$ cat src/design/pgcd_pkg.sv
// pgcd_pkg: types and constants for the pinch glove contact decoder
// no dependencies; imported by pinch_glove_contact_decoder
package pgcd_pkg;

  localparam logic [7:0] START_BYTE  = 8'h80;
  localparam logic [7:0] END_BYTE    = 8'h8F;
  localparam logic [7:0] THUMB_BIT   = 8'h10;
  localparam int unsigned NUM_BTN    = 8;
  localparam int unsigned BTN_IDX_W  = 3;

  typedef logic [3:0] finger_mask_t;
  typedef logic [NUM_BTN-1:0] btn_vec_t;
  typedef logic [BTN_IDX_W-1:0] btn_idx_t;

  typedef enum logic [1:0] {
    PH_IDLE   = 2'd0,
    PH_FIRST  = 2'd1,
    PH_SECOND = 2'd2
  } parse_phase_t;

  // finger j sits at mask bit 3-j, buttons count up from the index finger
  function automatic btn_vec_t to_buttons(input finger_mask_t left_m,
                                          input finger_mask_t right_m);
    btn_vec_t v;
    for (int j = 0; j < 4; j++) begin
      v[j]     = left_m[3-j];
      v[4 + j] = right_m[3-j];
    end
    return v;
  endfunction

endpackage

$ cat src/design/pinch_glove_contact_decoder.sv
// pinch_glove_contact_decoder: byte stream parser and button event emitter
// depends on pgcd_pkg
//
// Decodes the serial byte stream of a two-hand pinch glove into button
// events. Idle bytes other than the start byte 0x80 are dropped. After a
// start byte the bytes are taken as (left, right) pairs until the end byte
// 0x8F shows up in the first-of-pair slot. A pair with only one nonzero
// byte that carries the thumb bit 0x10 ORs its four finger bits into that
// hand's pending mask. At the end byte the pending masks become the held
// masks; with report_enable set, every changed button yields one beat on
// the out_ channel (index hand*4+finger, new state, last flag), ascending
// by index. The parser takes one byte per clock while in_stall is low and
// updates its state in the cycle of acceptance. An end byte that changes
// buttons loads an event burst register that drains one event per clock
// into the output register unless out_stall holds that register; in_stall
// is high while that burst still holds events, so such a byte stalls the
// input until the burst is empty. report_enable is written through the
// cfg_ channel, which is always ready.
module pinch_glove_contact_decoder (
  input  logic                     clk,
  input  logic                     rst_n,
  // configuration
  input  logic                     cfg_valid,
  output logic                     cfg_ready,
  input  logic                     cfg_report_enable,
  // byte input
  input  logic                     in_valid,
  output logic                     in_stall,
  input  logic [7:0]               in_rx_byte,
  // event output
  output logic                     out_valid,
  input  logic                     out_stall,
  output pgcd_pkg::btn_idx_t       out_button_index,
  output logic                     out_pressed,
  output logic                     out_last_event
);
  import pgcd_pkg::*;

  logic          report_en_r;
  parse_phase_t  phase_r, phase_nxt;
  logic [7:0]    first_r, first_nxt;
  finger_mask_t  pend_l_r, pend_l_nxt;
  finger_mask_t  pend_r_r, pend_r_nxt;
  finger_mask_t  held_l_r, held_l_nxt;
  finger_mask_t  held_r_r, held_r_nxt;
  btn_vec_t      burst_r, burst_nxt;     // buttons still to report
  btn_vec_t      bstate_r, bstate_nxt;   // new state of each button
  logic          out_valid_r, out_valid_nxt;
  btn_idx_t      out_idx_r, out_idx_nxt;
  logic          out_pr_r, out_pr_nxt;
  logic          out_last_r, out_last_nxt;

  logic          in_beat;
  logic          out_free;
  logic          burst_busy;
  btn_idx_t      pick_idx;
  btn_vec_t      burst_rest;
  btn_vec_t      delta;
  logic [7:0]    b;

  assign cfg_ready  = 1'b1;
  assign burst_busy = (burst_r != '0);
  assign in_stall   = burst_busy;
  assign in_beat    = in_valid && !in_stall;
  assign b          = in_rx_byte;

  // pending vs held difference, in button order
  assign delta = to_buttons(pend_l_r ^ held_l_r, pend_r_r ^ held_r_r);

  // ---------------------------------------------------------------------
  // parser: state updates in the cycle a byte is accepted
  // ---------------------------------------------------------------------
  always_comb begin
    phase_nxt  = phase_r;
    first_nxt  = first_r;
    pend_l_nxt = pend_l_r;
    pend_r_nxt = pend_r_r;
    held_l_nxt = held_l_r;
    held_r_nxt = held_r_r;
    burst_nxt  = burst_r;
    bstate_nxt = bstate_r;
    if (in_beat) begin
      case (phase_r)
        PH_FIRST: begin
          if (b == END_BYTE) begin
            // message end: latch events, pending masks become held
            burst_nxt  = report_en_r ? delta : '0;
            bstate_nxt = to_buttons(pend_l_r, pend_r_r);
            held_l_nxt = pend_l_r;
            held_r_nxt = pend_r_r;
            pend_l_nxt = '0;
            pend_r_nxt = '0;
            phase_nxt  = PH_IDLE;
          end else begin
            first_nxt = b;
            phase_nxt = PH_SECOND;
          end
        end
        PH_SECOND: begin
          // only a single-handed contact with the thumb bit counts
          if (first_r != 8'h00 && b == 8'h00) begin
            if ((first_r & THUMB_BIT) != 8'h00) begin
              pend_l_nxt = pend_l_r | first_r[3:0];
            end
          end else if (first_r == 8'h00 && b != 8'h00) begin
            if ((b & THUMB_BIT) != 8'h00) begin
              pend_r_nxt = pend_r_r | b[3:0];
            end
          end
          phase_nxt = PH_FIRST;
        end
        default: begin
          // idle, and the unused phase code behaves the same
          if (b == START_BYTE) begin
            pend_l_nxt = '0;
            pend_r_nxt = '0;
            phase_nxt  = PH_FIRST;
          end else begin
            phase_nxt = PH_IDLE;
          end
        end
      endcase
    end

    // draining the burst; never overlaps a load since input stalls
    if (burst_busy && out_free) begin
      burst_nxt = burst_rest;
    end
  end

  // ---------------------------------------------------------------------
  // event picker: lowest pending button goes out next
  // ---------------------------------------------------------------------
  always_comb begin
    pick_idx = '0;
    for (int i = NUM_BTN - 1; i >= 0; i--) begin
      if (burst_r[i]) begin
        pick_idx = BTN_IDX_W'(i);
      end
    end
  end

  assign burst_rest = burst_r & (burst_r - btn_vec_t'(1));
  assign out_free   = !out_valid_r || !out_stall;

  // output register
  always_comb begin
    out_valid_nxt = out_valid_r;
    out_idx_nxt   = out_idx_r;
    out_pr_nxt    = out_pr_r;
    out_last_nxt  = out_last_r;
    if (out_free) begin
      out_valid_nxt = burst_busy;
      if (burst_busy) begin
        out_idx_nxt  = pick_idx;
        out_pr_nxt   = bstate_r[pick_idx];
        out_last_nxt = (burst_rest == '0);
      end
    end
  end

  always_ff @(posedge clk) begin
    if (!rst_n) begin
      report_en_r <= 1'b0;
      phase_r     <= PH_IDLE;
      first_r     <= '0;
      pend_l_r    <= '0;
      pend_r_r    <= '0;
      held_l_r    <= '0;
      held_r_r    <= '0;
      burst_r     <= '0;
      out_valid_r <= 1'b0;
    end else begin
      if (cfg_valid && cfg_ready) begin
        report_en_r <= cfg_report_enable;
      end
      phase_r     <= phase_nxt;
      first_r     <= first_nxt;
      pend_l_r    <= pend_l_nxt;
      pend_r_r    <= pend_r_nxt;
      held_l_r    <= held_l_nxt;
      held_r_r    <= held_r_nxt;
      burst_r     <= burst_nxt;
      out_valid_r <= out_valid_nxt;
    end
  end

  // payload, no reset needed
  always_ff @(posedge clk) begin
    bstate_r   <= bstate_nxt;
    out_idx_r  <= out_idx_nxt;
    out_pr_r   <= out_pr_nxt;
    out_last_r <= out_last_nxt;
  end

  assign out_valid        = out_valid_r;
  assign out_button_index = out_idx_r;
  assign out_pressed      = out_pr_r;
  assign out_last_event   = out_last_r;

`ifndef SYNTHESIS
  // an event that is not the last of its burst always has a successor queued
  a_more_follow: assert property (@(posedge clk) disable iff (!rst_n)
    (out_valid && !out_last_event) |-> (burst_r != '0))
    else $error("non-final event without queued successor");

  // a burst only appears after an accepted byte
  a_burst_source: assert property (@(posedge clk) disable iff (!rst_n)
    ((burst_r != '0) && ($past(burst_r) == '0)) |-> $past(in_valid && !in_stall))
    else $error("event burst loaded without an input beat");

  // the last event of a burst matches the held state of its button
  a_event_state: assert property (@(posedge clk) disable iff (!rst_n)
    (out_valid && !out_stall && out_last_event && (burst_r == '0) && (phase_r == PH_IDLE)
     && !$past(in_valid && !in_stall)) |-> (out_pressed ==
      ((out_button_index[2]) ? held_r_r[3 - out_button_index[1:0]]
                             : held_l_r[3 - out_button_index[1:0]])))
    else $error("event state disagrees with held mask");
`endif

endmodule

$ cat config.mk
export PLATFORM = sky130hd
export DESIGN_NAME = pinch_glove_contact_decoder
export DESIGN_NICKNAME = d
export VERILOG_FILES = /design/src/design/pgcd_pkg.sv /design/src/design/pinch_glove_contact_decoder.sv
export SDC_FILE = /design/constraint.sdc
export NUM_CORES = 1
export LEC_CHECK = 0
export BUFFER_PORTS_ARGS = -buffer_cell sky130_fd_sc_hd__buf_2
export CAP_MARGIN = 15
export CELL_PAD_IN_SITES_DETAIL_PLACEMENT = 1
export CELL_PAD_IN_SITES_GLOBAL_PLACEMENT = 1
export CORE_ASPECT_RATIO = 1.25
export CORE_MARGIN = 4
export CORE_UTILIZATION = 25
export DETAILED_ROUTE_END_ITERATION = 10
export PLACE_DENSITY = 0.46
export REMOVE_ABC_BUFFERS = 1
export SYNTH_ARGS = -nofsm -noshare
export SYNTH_HDL_FRONTEND = slang
export SYNTH_SLANG_ARGS = --single-unit
$ cat constraint.sdc
create_clock -name clk -period 2.2 [get_ports clk]
set_input_delay 0.33 -clock clk [delete_from_list [all_inputs] [get_ports clk]]
set_output_delay 0.33 -clock clk [all_outputs]
set_load 0.02 [all_outputs]
==> results.yml, run 1 <==
clocking:
  cts.sinks: 49
  cts_hold_buffers: 0
  clkTransAtPathRegs_ns: 0.09
  cts_resized: 0
  cts_inserted_buffers: 5
  post-cts-setup-buffers: 0
  h-tree-depth: 2
  clk_latency_ns: 0.30
  cts_buffer_depth: 2
  cts_tree: "built"
  cts_root_buffer: "clkbuf_8"
detailed_routing:
  dr.pass1.iters: 4
  drc: 0
  ant_nets: 0
  wl_um: 5321
  routed_via_density: 4.606
  wl_met3_um: 173
  top_layer_used: "met4"
  met2WireLength_um: 2767
  met1Wirelength_um: 2282
  vias: 1732
  routedWlPerCell_um: 14.15
  first_iter_violations: 76
final_layout:
  n_antenna_cell: 0
  fill_cells: 1038
  drive_above_1_share_pct: 18.36
  multiInputGateArea_um2: 999.7
  fin_area_mm2: 0.002579
  area_growth_pct: 17.17
  nNetsFinal: 271
  ff_latch_area_mm2: 0.001111
setup_path:
  r2r_setup_slack_ns: 0.29
  end_kind: "flip-flop"
  worstPathArrival_ns: 2.09
  cp_max_fo: 8
  critPathKind: "flip-flop to flip-flop"
  cp_data_required_time_ns: 2.39
  cp-start-kind: "flip-flop"
timing:
  worst_slack_ns: 0.2931
  timing.final.crit_share_pct: 86.68
  rsz0062_at_grt: "no"
  setup_viol: 0
  hold_viol_final: 0
  relSlewSlack_pct: 46.01
  tns_ns: 0
  fmax_ghz: 0.5244
  fin_skew_ns: 0.01035
  drv_slew: 0
  worstMarginPinSlew_ns: 0.8098
  fin_crit_ns: 1.907
global_routing:
  gr-total-overflow: 0
  grt_max_degree: 23
  grt_usage_pct: 11.29
  grt_pass1_vias: 1829
  antenna_found_initial: 0
  grt_pass1_wl_um: 9170
floorplan:
  io_pins: 22
  core_area_mm2: 0.008653
  die_h_um: 112.9
  die_area_mm2: 0.01038
  dieWidth_um: 91.92
  num_rows: 38
  start_util_pct: 25.43
yosys:
  synth_top_cell_by_area: "dfxtp_1"
  yosys.area_share.simple_pct: 18.65
  synth_compound_area_share_pct: 17.68
  synth_cell_types: 50
  synth-main-ff-cell: "dfxtp_1"
  ys_warn_count: 0
  synthAdderAreaFrac_pct: 1.137
  syn_avg_cell_area_um2: 9.611
  netlist.area_leader.share_pct: 32.75
  synthesis.area_mm2: 0.002201
  seq_area_frac_synth_pct: 50.48
  synth_top_family_by_area: "simple AND/OR/NAND/NOR gates"
  ys_top_cells_by_area: "dfxtp_1 33%, edfxtp_1 18%, nor2_1 5.3%"
  synthCells: 229
  synthArstFlopShare_pct: 0
  synthMuxAreaShare_pct: 4.605
  synth_seq_cells: 49
  post_synth_xor_area_fraction_pct: 3.184
  synth_edf_count: 13
pwr:
  p_leak_nw: 0.9307
  ir_drop_v: 0.0002417
  power.density_mw_per_mm2: 637.5
  total_power_mw: 1.644
hold_path:
  hold_path.class: "input pin to flip-flop"
status:
  status: "finished clean"
place:
  place_area_mm2: 0.002471
  place_congestion: 0.7256
  hpwl_um: 4155
  portBuffers: 20
  dp_slack_ns: 0.1874
flow_run:
  maxCapViolations: 0
## cell type report
cell class              count  share of cell area (%)
multi-input cells         160                   38.77
flip-flops and latches     49                   43.09
well taps                 120                   5.822
repair buffers             29                   6.502
inverters                  10                   1.650
clock buffers               6                   2.814
clock inverters             2                   1.359
## where the power goes
part	internal, mW	leakage [nW]	switching (mW)	total (mW)
registers	0.927	0.415	0.00700	0.934
clock network	0.338	0.0552	0.292	0.630
logic	0.0297	0.460	0.0502	0.0799
## cell usage in the layout (no fill, tap or decap), types with 2 or more instances in the layout
master / netlist / final
and4b_1: 2 / 2
nand3_4: 2 / 2
buf_2: 5 / 20
or3_1: 3 / 3
inv_1: 9 / 9
o21ai_1: 7 / 7
o2111ai_1: 2 / 2
xnor2_1: 7 / 7
a211oi_1: 2 / 2
mux2i_1: 9 / 9
nand4_1: 3 / 3
o22ai_1: 2 / 2
ha_1: 2 / 2
a31oi_1: 3 / 3
o41ai_1: 2 / 2
dfxtp_1: 36 / 36
o21ai_0: 11 / 11
edfxtp_1: 13 / 13
buf_4: 1 / 9
nand3_1: 3 / 3
nor2_1: 31 / 31
a21oi_1: 23 / 23
nand2_1: 20 / 20
clkbuf_8: 0 / 5
nor3_1: 2 / 2
## state kept, by name, summed over array words and instances (netlist names)
| name | count |
|---|---|
| out_last_event | 1 |
| held_l_r | 4 |
| burst_r | 8 |
| report_en_r | 1 |
| out_valid | 1 |
| bstate_r | 8 |
| out_button_index | 3 |
| pend_l_r | 4 |
| first_r | 8 |
| pend_r_r | 4 |
| phase_r | 2 |
| out_pressed | 1 |
| held_r_r | 4 |
## per-layer routing
metal	vias up	track usage (%)
met5	-	0
met4	0	4.262
met3	8	2.726
met2	27	20.37
met1	827	12.78
li1	870	-
## metrics by stage
stage	utilization [%]	hold WS [ns]	std cells
final	29.80	0.2625	376
after global routing	29.80	0.2633	376
after CTS	29.80	0.2549	376
after detailed placement	28.56	0.4674	368
after global placement	28.56	0.4618	368
after floorplan	-	0.4478	219
## worst max-delay path, cell delays in order (launching register included)
cell       delay (ns)
dfxtp_1          0.47
nor2_1           0.17
a32oi_1          0.71
nand2_1          0.16
o2111ai_1        0.20
o21ai_1          0.09
## cells by family (layout without fill, tap and decap cells)
| group | after synthesis | count (layout) |
|---|---|---|
| xor gates and xnor gates | 8 | 8 |
| and+or+nand+nor | 77 | 77 |
| muxes | 10 | 10 |
| AOI/OAI and AO/OA | 62 | 62 |
| buffers and inverters | 20 | 47 |
| DFF | 49 | 49 |
| adders and majority gates | 2 | 2 |
| other | 1 | 1 |
## cells in the mapped netlist, types with 4 or more instances
cell type and count:
buf_2 5, edfxtp_1 13, mux2i_1 9, inv_1 9, clkbuf_1 4, xnor2_1 7, o21ai_1 7, dfxtp_1 36
nand2_1 20, o21ai_0 11, nor2_1 31, a21oi_1 23
## final timing paths
| kind | end | cells after the start | startpoint |
|---|---|---|---|
| max | burst_r[3] | 5 | burst_r[4] |
| min | report_en_r | 3 | cfg_report_enable |
| max reg2reg | burst_r[3] | 5 | burst_r[4] |
| min reg2reg | first_r[6] | 2 | first_r[6] |
Note: power is estimated with default switching activity, not from simulation.
==> run 2: changes to the inputs <==
--- a/config.mk
+++ b/config.mk
@@ -13,7 +13,7 @@
 export CORE_MARGIN = 4
 export CORE_UTILIZATION = 25
 export DETAILED_ROUTE_END_ITERATION = 10
-export PLACE_DENSITY = 0.46
+export PLACE_DENSITY_LB_ADDON = 0.12
 export REMOVE_ABC_BUFFERS = 1
 export SYNTH_ARGS = -nofsm -noshare
 export SYNTH_HDL_FRONTEND = slang
==> results.yml, run 2 (same netlist as run 1, synthesis figures left out) <==
final_layout:
  drive_above_1_share_pct: 17.39
  nNetsFinal: 268
  fin_area_mm2: 0.002551
  instances_no_fill: 373
  n_antenna_cell: 0
  layout_commonest_cell: "dfxtp_1"
  largest_registers: "bstate_r: 8 flops, burst_r: 8 flops, first_r: 8 flops"
  utilization_pct: 29.48
  most-common-layout-cells: "36 x dfxtp_1, 31 x nor2_1, 23 x a21oi_1"
  area_growth_pct: 15.92
pwr:
  p_leak_nw: 0.9149
  ir_drop_v: 0.0002926
  power.density_mw_per_mm2: 631.1
  total_power_mw: 1.610
timing:
  tns_ns: 0
  worstMarginPinSlew_ns: 0.8400
  hold_viol_final: 0
  drv_slew: 0
  worst_slack_ns: 0.2595
  timing.final.crit_share_pct: 88.20
  setup_viol: 0
  relSlewSlack_pct: 43.94
  fin_crit_ns: 1.940
  hold_slack_ns: 0.2670
  fmax_ghz: 0.5153
  rsz0062_at_grt: "no"
  fin_skew_ns: 0.001668
clocking:
  cts_tree: "built"
  clkTransAtPathRegs_ns: 0.09
  cts_resized: 0
  cts_hold_buffers: 0
  cts_inserted_buffers: 5
  h-tree-depth: 2
  clk_latency_ns: 0.30
  cts_buffer_depth: 2
  cts_root_buffer: "clkbuf_8"
  post-cts-setup-buffers: 0
  cts.sinks: 49
place:
  hpwl_um: 4258
  dp.cells: 365
  dp_slack_ns: 0.1564
  portBuffers: 20
  place_congestion: 0.7302
  place_area_mm2: 0.002449
global_routing:
  gr-total-overflow: 0
  grt_pass1_vias: 1774
  antenna_found_initial: 0
  grt_usage_pct: 11.34
  grt_pass1_wl_um: 9183
  grt_max_degree: 23
detailed_routing:
  ant_nets: 0
  drc: 0
  dr.pass1.iters: 4
  vias: 1705
  routedWlPerCell_um: 14.90
  routed_via_density: 4.571
  first_iter_violations: 49
  wl_um: 5557
floorplan:
  num_rows: 38
  core_area_mm2: 0.008653
  die_area_mm2: 0.01038
  dieWidth_um: 91.92
  io_pins: 22
  die_h_um: 112.9
  start_util_pct: 25.43
setup_path:
  worst-path-buf-inv: 0
  crit_chain: "nor2_1, a221oi_2, mux2_2, o211ai_1, a2bb2oi_1"
  end_kind: "flip-flop"
  cp_top_family: "compound AO/OA/AOI/OAI gates"
  cpPeakStageDelay_ns: 0.55
  cp_data_required_time_ns: 2.24
  cp_max_fo: 8
  critPathKind: "flip-flop to flip-flop"
  cp-start-kind: "flip-flop"
  crit_path_top_delay_cell: "dfxtp_1"
  worstPathArrival_ns: 1.98
status:
  status: "finished clean"
flow_run:
  maxCapViolations: 0
hold_path:
  hold_path.class: "input pin to flip-flop"
[run 2: power by group]
part | switching, mW | internal [mW] | leakage (nW)
clock network | 0.303 | 0.292 | 0.0534
logic | 0.0514 | 0.0287 | 0.446
registers | 0.00717 | 0.927 | 0.415
total | 0.362 | 1.25 | 0.915
[run 2: layout make-up]
class | instances | area [um2]
clock buffer | 7 | 97.59
clock inverter | 1 | 5.005
fill | 1055 | 6102
inverter | 10 | 42.54
multi-input combinational | 160 | 999.7
sequential | 49 | 1111
tap | 120 | 150.1
timing repair buffer | 26 | 145.1
[run 2: worst paths after layout]
kind	start	endpoint	slack, ns	cells after the start
hold reg to reg	first_r[7]	first_r[7]	0.48	2
setup reg to reg	burst_r[3]	out_pressed	0.26	5
setup / recovery	burst_r[3]	out_pressed	0.26	5
hold / removal	cfg_report_enable	report_en_r	0.27	3
[run 2: worst register-to-register path, stage by stage, from the launching register on]
cell       delay [ns]
dfxtp_1          0.55
nor2_1           0.11
a221oi_2         0.38
mux2_2           0.39
o211ai_1         0.17
a2bb2oi_1        0.09
[run 2: per-layer routing]
layer / vias to the layer above / GRT usage (%) / wire, um
met2: 26 / 20.91 / 2914
met5: - / 0 / 0
met4: 0 / 3.568 / 72
met1: 807 / 13.04 / 2421
li1: 867 / - / -
met3: 5 / 2.327 / 148
==> run 3: changes to the inputs <==
--- a/config.mk
+++ b/config.mk
@@ -11,7 +11,7 @@
 export CELL_PAD_IN_SITES_GLOBAL_PLACEMENT = 1
 export CORE_ASPECT_RATIO = 1.25
 export CORE_MARGIN = 4
-export CORE_UTILIZATION = 25
+export CORE_UTILIZATION = 45
 export DETAILED_ROUTE_END_ITERATION = 10
 export PLACE_DENSITY_LB_ADDON = 0.12
 export REMOVE_ABC_BUFFERS = 1
==> results.yml, run 3 (same netlist as run 1, synthesis figures left out) <==
clocking:
  post-cts-setup-buffers: 0
  h-tree-depth: 2
  cts_tree: "built"
  clk_latency_ns: 0.30
  clkTransAtPathRegs_ns: 0.10
  cts_resized: 0
  cts_buffer_depth: 2
  cts.sinks: 49
  cts_hold_buffers: 0
  cts_inserted_buffers: 5
  cts_root_buffer: "clkbuf_8"
final_layout:
  fill_cells: 557
  ff_latch_area_mm2: 0.001111
  n_antenna_cell: 0
  area_growth_pct: 13.30
  instances_no_fill: 314
  nNetsFinal: 269
  drive_above_1_share_pct: 18.11
  largest_registers: "bstate_r: 8 flops, burst_r: 8 flops, first_r: 8 flops"
  layout_commonest_cell: "dfxtp_1"
  utilization_pct: 52.72
  multiInputGateArea_um2: 999.7
  most-common-layout-cells: "36 x dfxtp_1, 31 x nor2_1, 23 x a21oi_1"
detailed_routing:
  routed_via_density: 5.513
  wl_um: 4999
  vias: 1731
  routedWlPerCell_um: 15.92
  dr.pass1.iters: 4
  first_iter_violations: 52
  drc: 0
  ant_nets: 0
pwr:
  power.density_mw_per_mm2: 662.2
  total_power_mw: 1.651
  p_leak_nw: 0.9262
  ir_drop_v: 0.0003004
timing:
  worstMarginPinSlew_ns: 0.5189
  setup_viol: 0
  hold_slack_ns: 0.2685
  drv_slew: 0
  timing.final.crit_share_pct: 86.90
  hold_viol_final: 0
  tns_ns: 0
  rsz0062_at_grt: "no"
  relSlewSlack_pct: 65.28
  fmax_ghz: 0.5231
  fin_crit_ns: 1.912
  fin_skew_ns: 0.01529
floorplan:
  io_pins: 22
  core_area_mm2: 0.004730
  dieWidth_um: 70.55
  die_area_mm2: 0.006081
  start_util_pct: 46.53
  num_rows: 28
  die_h_um: 86.19
setup_path:
  worstPathArrival_ns: 1.58
  end_kind: "primary output"
  cp-start-kind: "flip-flop"
  critPathKind: "flip-flop to primary output"
  timing.rr.start: "burst_r[6]"
  cp_max_fo: 7
  critPathLaunch: "burst_r[2]"
  cp_data_required_time_ns: 1.87
global_routing:
  grt_use_met2_pct: 35.18
  grt_pass1_wl_um: 8887
  top_usage_layer: "met2"
  grtUsageMet1_pct: 19.24
  antenna_found_initial: 0
  grt_max_degree: 17
  grt_pass1_vias: 1906
  grt_usage_pct: 18.25
  grt_util_met3_pct: 3.016
  gr-total-overflow: 0
place:
  place_congestion: 0.7192
  dp.cells: 306
  hpwl_um: 3909
  portBuffers: 20
status:
  status: "finished clean"
hold_path:
  hold_path.class: "input pin to flip-flop"
  hold_start: "cfg_report_enable"
flow_run:
  maxCapViolations: 0
## run 3: cell types whose count changed in the layout (fill, tap and decap cells not counted), sizes merged
cell	previous run	this run
buf	26	27
clkbuf	7	5
bufinv	0	1
inv	9	10
## run 3: worst max-delay path, cell delays in order, from the launching register on
cell,delay (ns)
dfxtp_1,0.41
nor4_4,0.39
and2_1,0.25
nand2_1,0.06
buf_2,0.18
## run 3: final cells by class
| cell class | count | area share, % |
|---|---|---|
| Multi-Input combinational cell | 160 | 40.09 |
| Sequential cell | 49 | 44.56 |
| Timing Repair Buffer | 27 | 6.121 |
| Inverter | 10 | 1.706 |
| Clock inverter | 3 | 1.756 |
| Tap cell | 60 | 3.011 |
| Clock buffer | 5 | 2.760 |
## run 3: layer usage
metal  vias up  wire length, um
met5         -                0
met4         0              133
met3        14              120
met2        30             2767
met1       820             1977
li1        867                -
## run 3: per-stage QoR
stage / setup slack, ns / instance area, um2
CTS: 0.2821 / 2494
detailed placement: 0.2203 / 2381
global placement: 0.2744 / 2381
finish: 0.2882 / 2494
floorplan: 0.2065 / 2153
global route: 0.1233 / 2494
## run 3: where the power goes
group | total (mW) | leakage, nW | switching (mW) | internal, mW
Sequential | 0.934 | 0.415 | 0.00675 | 0.927
Combinational | 0.0787 | 0.453 | 0.0488 | 0.0298
Clock | 0.639 | 0.0585 | 0.298 | 0.341
Total | 1.65 | 0.926 | 0.353 | 1.30
## run 3: path summary, 6_finish.rpt
check	cells after the start	slack (ns)	end
hold reg to reg	2	0.48	first_r[5]
hold / removal	3	0.27	report_en_r
setup / recovery	4	0.29	in_stall
setup reg to reg	6	0.31	held_l_r[1]
